==> src/hdl/mpq_pkg.sv <==
// Package for the max-first priority queue: field widths, codes and the
// entry and command types that the top level and the cells share.
// Depends on nothing.
`default_nettype none

package mpq_pkg;

  localparam int unsigned CAPACITY_DEF = 8;
  localparam int unsigned VALUE_W      = 32;
  localparam int unsigned PRIO_W       = 8;
  localparam int unsigned COUNT_W      = 4;
  localparam int unsigned STATUS_W     = 2;

  typedef enum logic {
    KIND_INSERT = 1'b0,
    KIND_REMOVE = 1'b1
  } kind_e;

  typedef enum logic [STATUS_W-1:0] {
    ST_INSERTED = 2'd0,
    ST_REMOVED  = 2'd1,
    ST_FULL     = 2'd2,
    ST_EMPTY    = 2'd3
  } status_e;

  typedef struct packed {
    logic [VALUE_W-1:0] value;
    logic [PRIO_W-1:0]  prio;
  } entry_t;

  // broadcast to every cell in the chain
  typedef struct packed {
    logic   ins;
    logic   rem;
    entry_t new_entry;
  } cmd_t;

endpackage

`default_nettype wire

==> src/hdl/mpq_cell.sv <==
// One cell of the sorted chain: holds a single entry and decides locally
// whether to hold, take the new entry, or shift from a neighbor.
// Depends on mpq_pkg.
`default_nettype none

module mpq_cell (
  input  wire logic           clk_i,
  input  wire mpq_pkg::cmd_t  cmd_i,
  input  wire logic           valid_i,
  input  wire mpq_pkg::entry_t prev_i,
  input  wire logic           prev_keep_i,
  input  wire mpq_pkg::entry_t next_i,
  output mpq_pkg::entry_t     entry_o,
  output logic                keep_o
);

  mpq_pkg::entry_t entry_q, entry_d;

  // ties stay ahead of the new entry, so equal priorities leave oldest first
  assign keep_o  = valid_i && (entry_q.prio >= cmd_i.new_entry.prio);
  assign entry_o = entry_q;

  always_comb begin
    entry_d = entry_q;
    if (cmd_i.ins) begin
      if (!keep_o) begin
        entry_d = prev_keep_i ? cmd_i.new_entry : prev_i;
      end
    end else if (cmd_i.rem) begin
      entry_d = next_i;
    end
  end

  always_ff @(posedge clk_i) begin
    entry_q <= entry_d;
  end

endmodule

`default_nettype wire

==> src/hdl/max_priority_queue_core.sv <==
// Max-first priority queue: a chain of CAPACITY cells kept sorted by priority.
// The result word is registered and appears in the cycle after the request is accepted.
// Throughput: one request per cycle while the output is not stalled; every cell updates in the same cycle.
// The output register decouples the sides; input is taken while it drains.
// Reset clears the entry count and output valid; cell contents need no clear.
`default_nettype none

module max_priority_queue_core #(
  parameter int unsigned CAPACITY = mpq_pkg::CAPACITY_DEF
) (
  input  wire logic        clk_i,
  input  wire logic        rst_ni,
  input  wire logic        s_axis_tvalid,
  output logic             s_axis_tready,
  input  wire logic [39:0] s_axis_tdata,  // item_value[31:0], item_priority[39:32]
  input  wire logic [0:0]  s_axis_tuser,  // kind[0]
  output logic             m_axis_tvalid,
  input  wire logic        m_axis_tready,
  output logic [39:0]      m_axis_tdata,  // out_value[31:0], entry_count[35:32], zero
  output logic [1:0]       m_axis_tuser   // status[1:0]
);

  localparam int unsigned CntW = $clog2(CAPACITY + 1);

  logic [CntW-1:0]   count_q, count_d;
  logic              out_valid_q, out_valid_d;
  logic [39:0]       out_data_q, out_data_d;
  logic [1:0]        out_user_q, out_user_d;

  logic              accept;
  logic              full, empty;
  mpq_pkg::kind_e    kind;
  mpq_pkg::status_e  status;
  mpq_pkg::cmd_t     cmd;
  logic [CntW+3:0]   count_ext;
  logic [31:0]       res_value;

  mpq_pkg::entry_t   cell_entry [CAPACITY];
  logic [CAPACITY-1:0] cell_keep;
  logic [CAPACITY-1:0] cell_valid;

  assign s_axis_tready = !out_valid_q || m_axis_tready;
  assign accept        = s_axis_tvalid && s_axis_tready;
  assign full          = (count_q == CntW'(CAPACITY));
  assign empty         = (count_q == '0);
  assign kind          = mpq_pkg::kind_e'(s_axis_tuser[0]);

  always_comb begin
    cmd.new_entry.value = s_axis_tdata[31:0];
    cmd.new_entry.prio  = s_axis_tdata[39:32];
    cmd.ins    = 1'b0;
    cmd.rem    = 1'b0;
    status     = mpq_pkg::ST_INSERTED;
    count_d    = count_q;
    res_value  = '0;
    case (kind)
      mpq_pkg::KIND_INSERT: begin
        if (full) begin
          status = mpq_pkg::ST_FULL;
        end else begin
          status  = mpq_pkg::ST_INSERTED;
          cmd.ins = accept;
          if (accept) count_d = count_q + 1'b1;
        end
      end
      mpq_pkg::KIND_REMOVE: begin
        if (empty) begin
          status = mpq_pkg::ST_EMPTY;
        end else begin
          status    = mpq_pkg::ST_REMOVED;
          cmd.rem   = accept;
          res_value = cell_entry[0].value;
          if (accept) count_d = count_q - 1'b1;
        end
      end
      default: begin
        status = mpq_pkg::ST_EMPTY;
      end
    endcase
  end

  assign count_ext = {4'b0000, count_d};

  always_comb begin
    out_valid_d = out_valid_q;
    out_data_d  = out_data_q;
    out_user_d  = out_user_q;
    if (m_axis_tready) out_valid_d = 1'b0;
    if (accept) begin
      out_valid_d = 1'b1;
      out_data_d  = {4'b0000, count_ext[3:0], res_value};
      out_user_d  = status;
    end
  end

  always_ff @(posedge clk_i or negedge rst_ni) begin
    if (!rst_ni) begin
      count_q     <= '0;
      out_valid_q <= 1'b0;
    end else begin
      count_q     <= count_d;
      out_valid_q <= out_valid_d;
    end
  end

  always_ff @(posedge clk_i) begin
    out_data_q <= out_data_d;
    out_user_q <= out_user_d;
  end

  assign m_axis_tvalid = out_valid_q;
  assign m_axis_tdata  = out_data_q;
  assign m_axis_tuser  = out_user_q;

  // cell 0 always holds the highest priority, oldest among ties
  for (genvar i = 0; i < CAPACITY; i++) begin : g_cell
    mpq_pkg::entry_t prev_e, next_e;
    logic            prev_keep;

    assign cell_valid[i] = (count_q > CntW'(i));

    if (i == 0) begin : g_head
      assign prev_e    = cmd.new_entry;
      assign prev_keep = 1'b1;
    end else begin : g_body
      assign prev_e    = cell_entry[i-1];
      assign prev_keep = cell_keep[i-1];
    end

    if (i == CAPACITY - 1) begin : g_tail
      assign next_e = cell_entry[i];
    end else begin : g_mid
      assign next_e = cell_entry[i+1];
    end

    mpq_cell u_cell (
      .clk_i       (clk_i),
      .cmd_i       (cmd),
      .valid_i     (cell_valid[i]),
      .prev_i      (prev_e),
      .prev_keep_i (prev_keep),
      .next_i      (next_e),
      .entry_o     (cell_entry[i]),
      .keep_o      (cell_keep[i])
    );
  end

endmodule

`default_nettype wire

==> config.mk <==
export PLATFORM = sky130hd
export DESIGN_NAME = max_priority_queue_core
export DESIGN_NICKNAME = d
export VERILOG_FILES = /design/src/hdl/mpq_pkg.sv /design/src/hdl/mpq_cell.sv /design/src/hdl/max_priority_queue_core.sv
export SDC_FILE = /design/constraint.sdc
export NUM_CORES = 1
export LEC_CHECK = 0
export ABC_AREA = 1
export BUFFER_PORTS_ARGS = -buffer_cell sky130_fd_sc_hd__buf_2
export CORE_AREA = 4 4 215 217
export DETAILED_ROUTE_END_ITERATION = 10
export DIE_AREA = 0 0 219 221
export GPL_ROUTABILITY_DRIVEN = 0
export PLACE_DENSITY = 0.71
export SLEW_MARGIN = 20
export SYNTH_ARGS = -nofsm -noshare
export SYNTH_HDL_FRONTEND = slang
export SYNTH_SLANG_ARGS = --single-unit
export TNS_END_PERCENT = 30
==> constraint.sdc <==
create_clock -name clk_i -period 5.9 [get_ports clk_i]
set_input_delay 1.475 -clock clk_i [delete_from_list [all_inputs] [get_ports clk_i]]
set_output_delay 1.475 -clock clk_i [all_outputs]
set_load 0.02 [all_outputs]
# After elaboration in Yosys (flattened, before gate mapping)
# Index checks and enable logic that the tools add are counted.
# totals
ff_bits	363
in_bits	45
output_inout_bits	44
word_cells	114
# op_classes
n_addsub	2
n_lt_le_gt_ge	16
n_eq_ne	8
n_mux	42
bitwise	2
n_reduce_logical	23
# ops
op	count
$mux W40	28
$ge A8 B8 Y1	8
$gt A4 B3 Y1 const B	4
$mux W4	4
$reduce_and A2 Y1	8
$ne A2 B2 Y1 const B	7
$logic_and A1 B1 Y1	9
$gt A4 B1 Y1 const B	2
$gt A4 B2 Y1 const B	2
$pmux W4 S2	1
$mux W1	6
$add A4 B1 Y4 const B	1
$eq A4 B4 Y1 const B	1
$logic_not A4 Y1	1
$mux W2	2
$pmux W2 S2	1
$reduce_bool A2 Y1	2
$sub A4 B1 Y4 const B	1
$not A1 Y1	2
$reduce_or A2 Y1	1
$logic_not A1 Y1	1
$logic_or A1 B1 Y1	1

# Depth between registers and ports, before layout
# depth
word_depth	7
ltp_mapped	15
mapped_depth_nobuf	14

# Cells and area by module
# A second synthesis with hierarchy kept.
# unflattened
hier_cells	2253
area_unflattened_um2	20017.9
# modules_own_cells
module	instances	cells_each	area_per_inst_um2	seq_area_each_um2
mpq_cell	8	258	2259.7	1201.2
max_priority_queue_core	1	189	1940.6	1266.2

# Least setup slack after synthesis
# OpenSTA, ideal clock, no wires.
# synth_timing
kind	input-to-reg
start	input m_axis_tready
end	register g_cell[7].u_cell.entry_q (netlist bit g_cell[7].u_cell.entry_o[0]) (enable)
setup_time_ns	0.451
t_arrival_ns	4.307
required_ns	5.449
path_slack_ns	1.143
path_stages	7
path_buffers	1
cell_sequence	inv_1 > nand2_1 > nand2_2 > nor2_4 > inv_2 > clkbuf_1 > a21oi_1
# synth_between
elab_chain_len	5
# synth_rtl
item	line	source
start: declaration	max_priority_queue_core.sv:18	input wire logic m_axis_tready,
$logic_or A1 B1 Y1	max_priority_queue_core.sv:42	assign s_axis_tready = !out_valid_q || m_axis_tready;
net s_axis_tready	max_priority_queue_core.sv:14	output logic s_axis_tready,
$logic_and A1 B1 Y1	max_priority_queue_core.sv:43	assign accept = s_axis_tvalid && s_axis_tready;
$mux W1	max_priority_queue_core.sv:58	if (full) begin
$mux W1	max_priority_queue_core.sv:56	case (kind)
$reduce_and A2 Y1 (no source line)	--	
end signal: assignment	mpq_cell.sv:35	entry_q <= entry_d;
end: declaration	mpq_cell.sv:17	mpq_pkg::entry_t entry_q, entry_d;
# The timed path passes the listed nets, and every way through them passes these cells.
# A chain may end at the register's enable or synchronous reset.

# Worst setup path after layout
# layout_timing
start	input m_axis_tready
end	register g_cell[7].u_cell.entry_q (netlist bit g_cell[7].u_cell.entry_o[9]) (enable)
# layout_between
elab_chain_len	5
# layout_rtl
item	line
$logic_or A1 B1 Y1	max_priority_queue_core.sv:42
$logic_and A1 B1 Y1	max_priority_queue_core.sv:43
$mux W1	max_priority_queue_core.sv:58
$mux W1	max_priority_queue_core.sv:56
$reduce_and A2 Y1 (no source line)	--
# Every way passes these cells.

==> results by group <==
Status
  – Outcome: finished clean

Clock tree
  – Post-CTS Setup Bufs: 0
  – CTS Root Cell: clkbuf_16
  – # clock sinks: 363
  – CTS tree: done
  – CTS Hold Bufs: 0
  – H-tree depth: 2
  – Clock Path Buffers: 3
  – CTS-repair resized insts: 0
  – CTS buffer count: 41
  – Insertion delay to the later sink of the worst-skew pair: 540 ps
  – Worst-path clk slew: 60 ps

Worst setup path
  – Worst path required time: 6070 ps
  – WP data arrival: 3920 ps
  – Slowest-stage cell, CP: nor2_4
  – Reg-to-reg endpoint: g_cell[7].u_cell.entry_o[9]$_DFFE_PP_
  – Crit-path leading delay family: buffers and inverters
  – R2R Setup Slk: 2430 ps
  – CP Capture Type: flop
  – WP buf/inv: 4
  – CP max FO: 70
  – CP Launch Point: m_axis_tready
  – Crit Path Class: in -> reg
  – Max incr delay on CP: 730 ps
  – Crit start category: input pin
  – CP Cell Sequence: buf_2 > inv_1 > nand2_1 > nand2_2 > nor2_4 > inv_6 > a21oi_4 > buf_4
  – Register-to-Register Path Depth: 8
  – Worst flop-to-flop path startpoint: count_q[0]$_DFF_PN0_

Cells and area
  – Final nets: 2611
  – Layout cells sized above 1: 8.86%
  – Syn-to-layout area delta: 11.2%
  – Ant diodes: 0
  – Fin area: 22000 sq um

Timing
  – Highest attainable clock frequency: 267 MHz
  – Setup TNS: 0 ps
  – Relative slew margins: 22.3%
  – Unrepaired setup endpoints after global routing: false
  – Skew final: 15.3 ps
  – Final worst setup slack: 2150 ps
  – Worst slew pin tran: 1160 ps
  – Slew Viols, Final: 0
  – Setup violations, final: 0
  – Final Hold Viols: 0
  – Final period utilization: 63.5%
  – Crit path time final: 3750 ps

Route
  – Vias/cell: 5.20
  – Initial DRC count: 1533
  – DRC violations left: 0
  – Pre-Repair DR Iteration Count: 6
  – Total Routed Length: 55.8 mm
  – Wire length per cell: 17.9 um
  – Via count: 16226
  – Routed Antenna Nets: 0

Yosys
  – Cell count after synthesis: 2441
  – Seq/Total Area, Yosys: 55.1%
  – Synth Flop Type: edfxtp_1
  – Top cells by count, synth: nand2_1, edfxtp_1, inv_1
  – Post-Syn Area: 19800 sq um
  – Synth Warn #: 0
  – Most frequent cell after synthesis: nand2_1
  – Post-synth EDFFs: 358
  – Yosys top cell by area: edfxtp_1
  – Ranking of synthesized cells by area: edfxtp_1, nand2_1, inv_1, ha_1, o21ai_0
  – Post-Syn Area per Cell: 8.09 sq um
  – Top-area cell type share of the netlist area: 54.4%
  – Seq cells post-synth: 363
  – Post-synth ARST share: 1.38%
  – Library cells used by synthesis: 32

Die
  – Ports: 89
  – Die height: 221 um
  – Die width: 219 um
  – Initial Util: 44.8%
  – Core ar.: 44100 sq um
  – Rows: 77
  – Die area: 48400 sq um

Hold path
  – Hold EP: g_cell[6].u_cell.entry_o[21]$_DFFE_PP_
  – Hold depth: 2
  – HP Start: g_cell[7].u_cell.entry_o[21]$_DFFE_PP_
  – Min-Delay Path Class: reg -> reg

Placement
  – Number of I/O port buffers: 84
  – Post-DP HPWL: 32.9 mm
  – Pre-CTS setup slack: 1570 ps
  – Area of placed instances: 20700 sq um

Global route
  – Vias in the first global route: 15866
  – Pin count of the biggest net entering global routing: 103
  – Initial antenna violation count: 0
  – First-pass GRT wire length: 87.3 mm
  – Total track usage: 22.8%
  – Grt ovf: 0

Power and ir drop
  – Pleak: 12.0 nW
  – Total power: 9.40 mW
  – PwrDens: 428 nW/um^2
  – Worst VDD drop: 0.000306 V

Run
  – Max_cap viols: 0
==> kinds of logic (layout without fill, tap and decap cells) <==
| group | count (synthesis) | after routing | synth area share, % |
|---|---|---|---|
| and+or+nand+nor | 1533 | 1533 | 30.4 |
| buffers and inverters | 392 | 476 | 7.96 |
| DFF | 363 | 363 | 55.1 |
| AOI/OAI and AO/OA | 83 | 83 | 2.22 |
| adders and majority gates | 68 | 68 | 4.31 |
| other | 1 | 4 | 0.0190 |
| xor gates and xnor gates | 1 | 1 | 0.0443 |
==> worst max path at each step <==
stage,end,cells past startpoint
after floorplan,g_cell[7].u_cell.entry_o[0]$_DFFE_PP_,7
after global placement,g_cell[7].u_cell.entry_o[22]$_DFFE_PP_,8
after detailed placement,g_cell[7].u_cell.entry_o[23]$_DFFE_PP_,8
after CTS,g_cell[7].u_cell.entry_o[10]$_DFFE_PP_,8
after global routing,g_cell[7].u_cell.entry_o[10]$_DFFE_PP_,8
final,g_cell[7].u_cell.entry_o[9]$_DFFE_PP_,8
==> tightest hold or removal path: cells and delay by family, from the launching register on <==
family,cells,cell delay (ps)
flip-flops,1,320
AND/OR/NAND/NOR,2,100
==> sequential cells by signal, indices dropped and copies added, names as in the netlist <==
| register | flops |
|---|---|
| m_axis_tdata | 36 |
| count_q | 4 |
| g_cell.u_cell.entry_o | 320 |
| m_axis_tuser | 2 |
| m_axis_tvalid | 1 |
==> placed cells by master, fill, tap and decap left out, drive strengths merged <==
cell type  netlist  layout
a21oi           23      23
a31oi            2       2
buf             48     113
bufinv           0       2
clkbuf          54      50
clkinv           0      21
conb             1       4
dfrtp            5       5
edfxtp         358     358
ha              68      68
inv            290     290
nand2         1423    1423
nand3           49      49
nand3b           1       1
nand4            5       5
nor2            52      52
nor3             2       2
o21a             6       6
o21ai           50      50
o2bb2ai          1       1
o31ai            1       1
or2              1       1
xor2             1       1
==> per-stage QoR <==
step / utilization [%] / hold slack, ps / std cells
floorplan: - / 494 / 2444
global placement: 47.0 / 499 / 3047
detailed placement: 47.0 / 507 / 3047
CTS: 49.8 / 521 / 3120
global route: 49.8 / 535 / 3120
finish: 49.8 / 519 / 3120
==> metal layers <==
metal	GRT usage [%]	part of all wire, %	up-vias
met2	37.2	46	775
li1	-	-	7671
met5	0	0	-
met3	3.72	8.9	168
met1	30.1	40	7612
met4	9.72	5.0	0
==> cell type report <==
cell class | instances | area, sq um
repair buffers | 113 | 688
clock buffers | 50 | 1060
clock inverters | 23 | 153
fillers | 4141 | 22200
well taps | 592 | 741
flip-flops and latches | 363 | 10900
multi-input cells | 1689 | 7350
inverters | 290 | 1090
==> power breakdown <==
| part | switching, mW | internal [mW] | total, mW |
|---|---|---|---|
| Combinational | 2.23 | 0.823 | 3.05 |
| Sequential | 0.276 | 3.68 | 3.96 |
| Clock | 1.04 | 1.36 | 2.40 |
| Total | 3.54 | 5.86 | 9.40 |
(Power assumes the default switching activity.)
